`src/pfrl_pkg.sv`:
```
// shared types and constants of the per-flow rate limiter
// no dependencies
`timescale 1ns / 1ps

package pfrl_pkg;

  localparam int FLOW_SLOTS     = 1024;
  localparam int WINDOW_SECONDS = 60;
  localparam int ADDR_W         = $clog2(FLOW_SLOTS);
  localparam int IDX_W          = 10;
  localparam int SIXTIETHS      = 60;
  localparam int MS_PER_SEC     = 1000;
  localparam int RECIP_SHIFT    = 22;
  localparam int RECIP60        = 69905;  // floor(2^22 / 60)
  localparam int DIV_STEPS      = 16;
  localparam int DIV_CNT_W      = $clog2(DIV_STEPS + 1);
  localparam int IN_DATA_W      = 80;
  localparam int OUT_DATA_W     = 48;
  localparam int CFG_IDX_W      = 2;
  localparam int CFG_DATA_W     = 16;

  localparam logic [15:0] DEF_LIMIT_RST = 16'd60;
  localparam logic        STRATEGY_RST  = 1'b1;
  localparam logic [7:0]  VIOL_THR_RST  = 8'd5;

  typedef enum logic [2:0] {
    MODE_CONSUME = 3'd0,
    MODE_QUERY   = 3'd1,
    MODE_ADD     = 3'd2,
    MODE_UPDATE  = 3'd3,
    MODE_BLOCK   = 3'd4,
    MODE_UNBLOCK = 3'd5,
    MODE_DELETE  = 3'd6
  } mode_t;

  typedef enum logic [CFG_IDX_W-1:0] {
    CFG_DEFAULT_LIMIT = 2'd0,
    CFG_STRATEGY      = 2'd1,
    CFG_VIOL_THR      = 2'd2
  } cfg_idx_t;

  typedef struct packed {
    logic        valid;
    logic        active;
    logic        bucket;
    logic [7:0]  viol;
    logic [15:0] limit;
    logic [21:0] level;
    logic [31:0] last;
    logic [31:0] wstart;
    logic [15:0] wcount;
  } rec_t;

  localparam int REC_W = $bits(rec_t);

  typedef enum logic [2:0] {
    ST_CLR, ST_IDLE, ST_RD, ST_LD, ST_MUL, ST_UPD, ST_DIV, ST_OUT
  } state_t;

  typedef struct packed {
    logic clr;
    logic cap_in;
    logic ld;
    logic mul;
    logic upd;
    logic div_init;
    logic div_step;
    logic out_ld;
  } cmd_t;

  typedef struct packed {
    logic clr_last;
  } stat_t;

endpackage

```
`src/pfrl_ctrl.sv`:
```
// controller state machine of the rate limiter
// depends on pfrl_pkg
`timescale 1ns / 1ps

module pfrl_ctrl (
  input  logic           clk,
  input  logic           rst_n,
  input  logic           in_tvalid,
  output logic           in_tready,
  output logic           out_tvalid,
  input  logic           out_tready,
  input  pfrl_pkg::stat_t st,
  output pfrl_pkg::cmd_t  cmd
);
  import pfrl_pkg::*;

  state_t               state_r, state_nxt;
  logic [DIV_CNT_W-1:0] cnt_r, cnt_nxt;
  logic                 ovalid_r, ovalid_nxt;

  always_ff @(posedge clk) begin
    if (!rst_n) begin
      state_r  <= ST_CLR;
      cnt_r    <= '0;
      ovalid_r <= 1'b0;
    end else begin
      state_r  <= state_nxt;
      cnt_r    <= cnt_nxt;
      ovalid_r <= ovalid_nxt;
    end
  end

  always_comb begin
    state_nxt = state_r;
    cnt_nxt   = cnt_r;
    cmd       = '0;
    in_tready = 1'b0;
    unique case (state_r)
      ST_CLR: begin
        cmd.clr = 1'b1;
        if (st.clr_last) state_nxt = ST_IDLE;
      end
      ST_IDLE: begin
        in_tready = 1'b1;
        if (in_tvalid) begin
          cmd.cap_in = 1'b1;
          state_nxt  = ST_RD;
        end
      end
      ST_RD: state_nxt = ST_LD;
      ST_LD: begin
        cmd.ld    = 1'b1;
        state_nxt = ST_MUL;
      end
      ST_MUL: begin
        cmd.mul   = 1'b1;
        state_nxt = ST_UPD;
      end
      ST_UPD: begin
        cmd.upd   = 1'b1;
        state_nxt = ST_DIV;
        cnt_nxt   = '0;
      end
      ST_DIV: begin
        // first cycle sets up the divider from the written-back record
        if (cnt_r == '0) cmd.div_init = 1'b1;
        else cmd.div_step = 1'b1;
        cnt_nxt = cnt_r + 1'b1;
        if (cnt_r == DIV_CNT_W'(DIV_STEPS)) state_nxt = ST_OUT;
      end
      ST_OUT: begin
        if (!ovalid_r || out_tready) begin
          cmd.out_ld = 1'b1;
          state_nxt  = ST_IDLE;
        end
      end
      default: state_nxt = ST_CLR;
    endcase
    ovalid_nxt = cmd.out_ld ? 1'b1 : (out_tready ? 1'b0 : ovalid_r);
  end

  assign out_tvalid = ovalid_r;

endmodule

```
`config.mk`:
```
export PLATFORM = sky130hd
export DESIGN_NAME = pfrl_ctrl
export DESIGN_NICKNAME = d
export VERILOG_FILES = /design/src/pfrl_pkg.sv /design/src/pfrl_ctrl.sv
export SDC_FILE = /design/constraint.sdc
export NUM_CORES = 1
export LEC_CHECK = 0
export BUFFER_PORTS_ARGS = -buffer_cell sky130_fd_sc_hd__buf_4
export CAP_MARGIN = 10
export CORE_AREA = 4 4 41 43
export CTS_CLUSTER_SIZE = 12
export DETAILED_ROUTE_END_ITERATION = 6
export DIE_AREA = 0 0 45 47
export SLEW_MARGIN = 20
export SYNTH_ARGS = -nofsm -noshare
export SYNTH_HDL_FRONTEND = slang
export SYNTH_SLANG_ARGS = --single-unit
```
`constraint.sdc`:
```
create_clock -name clk -period 1.4 [get_ports clk]
set_input_delay 0.14 -clock clk [delete_from_list [all_inputs] [get_ports clk]]
set_output_delay 0.14 -clock clk [all_outputs]
set_load 0.02 [all_outputs]
```
==> results of run 1 <==
[worst max-delay path by stage]
stage	from	end	slack, ns
floorplan	state_r[1]	cmd[6]	0.08
global placement	state_r[1]	cmd[2]	0.14
detailed placement	state_r[1]	cmd[2]	0.11
CTS	cnt_r[0]	cmd[2]	0.003
global route	state_r[1]	cmd[6]	-0.0001
finish	cnt_r[0]	cmd[2]	0.05
[kinds of logic after synthesis]
group	share of synthesized area, %
and+or+nand+nor	29.4
AOI/OAI and AO/OA	22.2
buffers and inverters	10.0
DFF	33.6
adders and majority gates	4.67
[repair_timing]
action / CTS / global route
pin swaps: 0 / 0
gates cloned: 0 / 0
gates resized for setup: 6 / 4
endpoints found under the setup margin: 5 / 4
buffers inserted: 0 / 6
[tightest hold or removal path, stage by stage]
cell and delay (ns):
buf_4 0.13, o21ai_0 0.08, a21oi_1 0.04
[area by class of cell]
class	count	area [sq um]	share of cell area (%)
Clock buffer	4	26.3	3.65
Inverter	5	18.8	2.60
Multi-Input combinational cell	46	305	42.4
Sequential cell	9	194	26.9
Tap cell	15	18.8	2.60
Timing Repair Buffer	21	158	21.9
[cell usage after synthesis]
cell       count  area share, %
a211oi_2       1            2.3
a21oi_1        5            4.7
a2bb2oi_1      1            1.6
a31oi_1        2            2.3
and2_1         1            1.2
and3b_1        1            1.6
and4_1         1            1.6
buf_2          1           0.93
buf_4          1            1.4
buf_6          2            4.2
dfxtp_1        9             34
ha_1           2            4.7
inv_1          5            3.5
nand2_1        3            2.1
nand2b_1       1            1.2
nand3_1        5            4.7
nand3b_1       1            1.4
nand3b_4       1            3.7
nor2_1         6            4.2
nor2b_1        2            2.3
nor3_1         3            2.8
nor3b_1        1            1.4
o2111ai_1      2            3.3
o21a_1         1            1.4
o21ai_0        2            1.9
o31ai_1        1            1.4
o41ai_1        2            3.3
or3_1          1            1.2
[registers in the layout (all words and copies together) (netlist names)]
register,cells
state_r,3
cnt_r,5
out_tvalid,1
[power groups by stage]
stage                     combinational [uW]  clock (uW)  sequential, uW
after floorplan                          117           0             282
after global placement                   133           0             303
after detailed placement                 132           0             305
after CTS                                136         210             303
after global routing                     182         221             300
final                                    168         200             296
[routing by layer]
layer  wire, um  GRT usage, %  vias up
li1           -             -      278
met1        570          17.5      230
met2        544          18.1       18
met3         79          4.98        2
met4          9          8.77        0
met5          0             0        -
[through the flow]
stage | power (uW) | setup WS [ns] | hold slack [ns]
floorplan | 399 | 0.0805 | 0.278
global placement | 436 | 0.137 | 0.438
detailed placement | 437 | 0.112 | 0.433
CTS | 649 | 0.00262 | 0.160
global route | 703 | -0.000109 | 0.177
finish | 664 | 0.0547 | 0.172
==> insert_results.sql, run 1 <==
INSERT INTO impl_metrics (metric_group, metric, value, unit) VALUES
('finish', 'stdcell_count', '100', ''),
('finish', 'fill_cells', '131', ''),
('floorplanning', 'core.rowCount', '13', ''),
('timing', 'timing.max_slew.rel_slack', '83.0', '%'),
('finish', 'finalCoreUtilization', '55.4', '%'),
('cts', 'cts_root_buf', 'clkbuf_4', ''),
('hold_path', 'hold_end', 'state_r[1]', ''),
('setup_path', 'r2r-start', 'state_r[2]', ''),
('power_and_ir_drop', 'leakagePower', '0.000343', 'uW'),
('setup_path', 'crit_buf_inv', '2', ''),
('setup_path', 'path_delay_family', 'flip-flops', ''),
('global_routing', 'global_route_wire_length_before_repair', '1.98', 'mm'),
('place', 'finalWeightedCongestion', '0.802', ''),
('cts', 'cts_made_buffers', '3', ''),
('finish', 'final_cell_area', '721', 'sq um'),
('setup_path', 'critical_path.cell_chain', 'inv_1 -> ha_1 -> and4_1 -> buf_4', ''),
('cts', 'tritoncts', 'built', ''),
('floorplanning', 'fp.dieArea', '0.00212', 'sq mm'),
('setup_path', 'crit_arrival', '1.21', 'ns'),
('global_routing', 'pin_count_of_the_biggest_net_entering_global_routing', '13', ''),
('place', 'post-place-cells', '90', ''),
('cts', 'cts_hold_buf', '0', ''),
('timing', 'timing.final.max_slew_violations', '0', ''),
('setup_path', 'startpoint_type', 'flop', ''),
('routing', 'wirelength', '1.20', 'mm'),
('setup_path', 'max_stage_delay', '0.35', 'ns'),
('setup_path', 'crit_type', 'flop to output pin', ''),
('cts', 'clk-insertion-delay-late', '0.26', 'ns'),
('yosys', 'postSynthCellCount', '64', ''),
('power_and_ir_drop', 'power.share.switching', '29.4', '%'),
('power_and_ir_drop', 'power_density', '921', 'mW/mm^2'),
('finish', 'finalNetCount', '93', ''),
('yosys', 'yosysSeqAreaShare', '33.6', '%'),
('routing', 'drtAntennaViolNets', '0', ''),
('timing', 'setup-tns-final', '0', 'ns'),
('timing', 'tightest_slew', '0.251', 'ns'),
('setup_path', 'critical_path_peak_fanout', '4', ''),
('power_and_ir_drop', 'pwr-share-seq', '44.5', '%'),
('setup_path', 'r2r-end', 'cnt_r[1]', ''),
('global_routing', 'globalRouteTotalUtil', '13.3', '%'),
('floorplanning', 'core', '0.00130', 'sq mm'),
('place', 'placed_area', '632', 'sq um'),
('hold_path', 'holdCritStartpoint', 'rst_n', ''),
('cts', 'tritoncts_num_sinks', '9', ''),
('setup_path', 'critical-path-slowest-cell', 'dfxtp_2', ''),
('routing', 'drt-vias-per-instance', '5.28', ''),
('global_routing', 'grt_antenna_before_repair', '0', ''),
('timing', 'final_worst_path_cycle_share', '96.1', '%'),
('place', 'place.port_buffers', '14', ''),
('job', 'maxcap_violations', '0', ''),
('place', 'detailedPlacementHpwl', '829', 'um'),
('hold_path', 'worstHoldPathType', 'input pin to flop', ''),
('global_routing', 'number_of_global_route_vias_before_repair', '436', ''),
('outcome', 'run_status', 'finished, final reports clean', ''),
('power_and_ir_drop', 'power_report.internal_total', '468', 'uW'),
('yosys', 'synth.ff_latch_count', '9', ''),
('floorplanning', 'initial_utilization', '41.2', '%'),
('timing', 'finalSetupViolations', '0', ''),
('setup_path', 'cp_data_required_time', '1.26', 'ns'),
('floorplanning', 'boundaryPins', '15', ''),
('setup_path', 'worstRegToRegCells', '5', ''),
('setup_path', 'logic_depth_of_the_worst_setup_path_including_buffers', '4', ''),
('timing', 'clock.fmax', '0.743', 'GHz'),
('timing', 'timing_hold_violations_final', '0', ''),
('cts', 'clk_path_buf_depth', '2', ''),
('setup_path', 'worst-r2r-setup-slack', '0.20', 'ns'),
('cts', 'clk_pin_slew_worst_paths', '0.06', 'ns'),
('cts', 'htreeDepth', '1', ''),
('routing', 'residual_drc', '0', ''),
('routing', 'avgRoutedWirePerCell', '12.0', 'um'),
('timing', 'finClkSkew', '0.00218', 'ns');
(Power assumes the default switching activity.)
==> run 2, diff against run 1 <==
==> constraint.sdc (replaced) <==
create_clock -name clk -period 1.6 [get_ports clk]
set_input_delay 0.16 -clock clk [delete_from_list [all_inputs] [get_ports clk]]
set_output_delay 0.16 -clock clk [all_outputs]
set_load 0.02 [all_outputs]
==> run 2 against run 1 <==
Net effect: combinational power shrank 30%; non-clock buffer count shrank 6; worst hold slack gained 0.027 ns; critical path depth shrank 1; clock power shrank 14%; global-route usage shrank 1.3 points; first-iteration DRC count shrank 31%; count of clock-buffer cells in the layout is the same; final area shrank 8.3%; sequential power shrank 12%; die area is the same; sequential cell count is the same; critical path type unchanged; highest routed layer is now met3.
==> insert_results.sql, run 2 (synthesis results as in run 1) <==
INSERT INTO impl_metrics (metric_group, metric, value, unit) VALUES
('outcome', 'run_status', 'finished, final reports clean', ''),
('power_and_ir_drop', 'ir_drop', '0.517', 'mV'),
('global_routing', 'globalRouteTotalUtil', '12.0', '%'),
('routing', 'residual_drc', '0', ''),
('global_routing', 'number_of_global_route_vias_before_repair', '421', ''),
('timing', 'final_worst_path_cycle_share', '90.1', '%'),
('timing', 'setup-tns-final', '0', 'ns'),
('routing', 'wirelength', '1.10', 'mm'),
('finish', 'register_containing_the_most_flip_flops_in_the_final_layout', 'cnt_r', ''),
('floorplanning', 'core.rowCount', '13', ''),
('routing', 'drtAntennaViolNets', '0', ''),
('cts', 'tritoncts', 'built', ''),
('floorplanning', 'dieHeight', '47', 'um'),
('routing', 'iter_0_drt_violations', '9', ''),
('cts', 'clk_path_buf_depth', '2', ''),
('cts', 'post-cts-setup-buffers', '0', ''),
('cts', 'cts_made_buffers', '3', ''),
('cts', 'clk-insertion-delay-late', '0.26', 'ns'),
('timing', 'worst_hold_slack_across_all_endpoints', '0.199', 'ns'),
('power_and_ir_drop', 'total_power', '552', 'uW'),
('power_and_ir_drop', 'power.combinational.fraction', '21.3', '%'),
('routing', 'drt-vias-per-instance', '5.23', ''),
('cts', 'cts_resized', '0', ''),
('floorplanning', 'initial_utilization', '41.2', '%'),
('power_and_ir_drop', 'power.share.switching', '29.4', '%'),
('timing', 'finalSetupViolations', '0', ''),
('routing', 'first_pass_iters', '4', ''),
('setup_path', 'crit_arrival', '1.28', 'ns'),
('power_and_ir_drop', 'power_density', '835', 'mW/mm^2'),
('floorplanning', 'fp.dieArea', '0.00212', 'sq mm'),
('routing', 'avgRoutedWirePerCell', '11.7', 'um'),
('global_routing', 'grt_antenna_before_repair', '0', ''),
('routing', 'vias', '492', ''),
('setup_path', 'timing.critical_path.to_type', 'output pin', ''),
('floorplanning', 'boundaryPins', '15', ''),
('finish', 'layout_commonest_cell', 'buf_4', ''),
('job', 'maxcap_violations', '0', ''),
('cts', 'cts_root_buf', 'clkbuf_4', ''),
('place', 'finalWeightedCongestion', '0.773', ''),
('timing', 'finClkSkew', '0.00224', 'ns'),
('cts', 'tritoncts_num_sinks', '9', ''),
('timing', 'timing_hold_violations_final', '0', ''),
('setup_path', 'startpoint_type', 'flop', ''),
('cts', 'htreeDepth', '1', ''),
('finish', 'antenna_cells', '0', ''),
('cts', 'cts_hold_buf', '0', ''),
('hold_path', 'worstHoldPathType', 'input pin to flop', ''),
('floorplanning', 'core', '0.00130', 'sq mm'),
('finish', 'largest_register_ff_count', '5', ''),
('finish', 'most-common-layout-cells', '15 x buf_4, 7 x dfxtp_1, 6 x nor2_1', ''),
('power_and_ir_drop', 'leakagePower', '0.000312', 'uW'),
('timing', 'post-route-min-period', '1.44', 'ns'),
('timing', 'clock.fmax', '0.693', 'GHz'),
('global_routing', 'pin_count_of_the_biggest_net_entering_global_routing', '13', ''),
('timing', 'setup_slack', '0.158', 'ns'),
('place', 'pre_cts_setup_slack', '0.305', 'ns'),
('cts', 'clk_pin_slew_worst_paths', '0.06', 'ns'),
('timing', 'tightest_slew', '0.261', 'ns'),
('place', 'detailedPlacementHpwl', '862', 'um'),
('power_and_ir_drop', 'p_sw', '162', 'uW'),
('finish', 'fraction_of_final_layout_cells_sized_beyond_drive_strength_1', '27.8', '%'),
('global_routing', 'grt_overflow', '0', ''),
('power_and_ir_drop', 'pwr-share-seq', '47.2', '%'),
('power_and_ir_drop', 'power_report.internal_total', '390', 'uW'),
('place', 'place.port_buffers', '14', ''),
('setup_path', 'cp_data_required_time', '1.44', 'ns'),
('setup_path', 'critical_path_peak_fanout', '12', ''),
('setup_path', 'crit_type', 'flop to output pin', ''),
('timing', 'grt_setup_unrepaired', 'false', ''),
('global_routing', 'global_route_wire_length_before_repair', '1.77', 'mm'),
('power_and_ir_drop', 'share_clk_of_total_power', '31.4', '%'),
('finish', 'finalNetCount', '87', ''),
('finish', 'areaGrowthSynthToFinish', '23.4', '%'),
('floorplanning', 'die_w', '45', 'um'),
('timing', 'timing.final.max_slew_violations', '0', ''),
('finish', 'finalCoreUtilization', '50.8', '%'),
('timing', 'timing.max_slew.rel_slack', '82.3', '%');
==> run 2: per-stage QoR <==
step	cells	instance area, sq um
5_1_grt	94	661
4_1_cts	94	658
3_5_place_dp	90	632
2_1_floorplan	64	536
6_report	94	661
3_3_place_gp	90	632
==> run 2: layout make-up <==
class / count / area, sq um
Clock buffer: 4 / 26.3
Fill cell: 143 / 641
Inverter: 5 / 18.8
Multi-Input combinational cell: 46 / 302
Sequential cell: 9 / 183
Tap cell: 15 / 18.8
Timing Repair Buffer: 15 / 113
==> run 2: path summary, 6_finish.rpt <==
kind,from,end,slack (ns),depth (start not counted)
min reg2reg,cnt_r[4],cnt_r[4],0.50,1
min,rst_n,state_r[1],0.20,3
max reg2reg,state_r[2],cnt_r[3],0.51,4
max,state_r[1],cmd[2],0.16,3
==> run 2: critical path: stages (launching register included) <==
cell and delay, ns:
dfxtp_2 0.44, and3b_1 0.25, and4_1 0.20, buf_4 0.13
==> run 2: power groups by stage <==
stage | Combinational, uW | Sequential, uW | Clock, uW
after floorplan | 103 | 247 | 0
after global placement | 118 | 262 | 0
after detailed placement | 120 | 264 | 0
after CTS | 120 | 258 | 181
after global routing | 127 | 264 | 189
final | 118 | 261 | 173
==> run 2: layer usage <==
metal / track usage [%] / part of all wire, % / vias to the layer above
met4: 7.02 / 0 / 0
li1: - / - / 265
met1: 14.7 / 49 / 215
met2: 17.8 / 45 / 12
met3: 4.60 / 6.4 / 0
met5: 0 / 0 / -
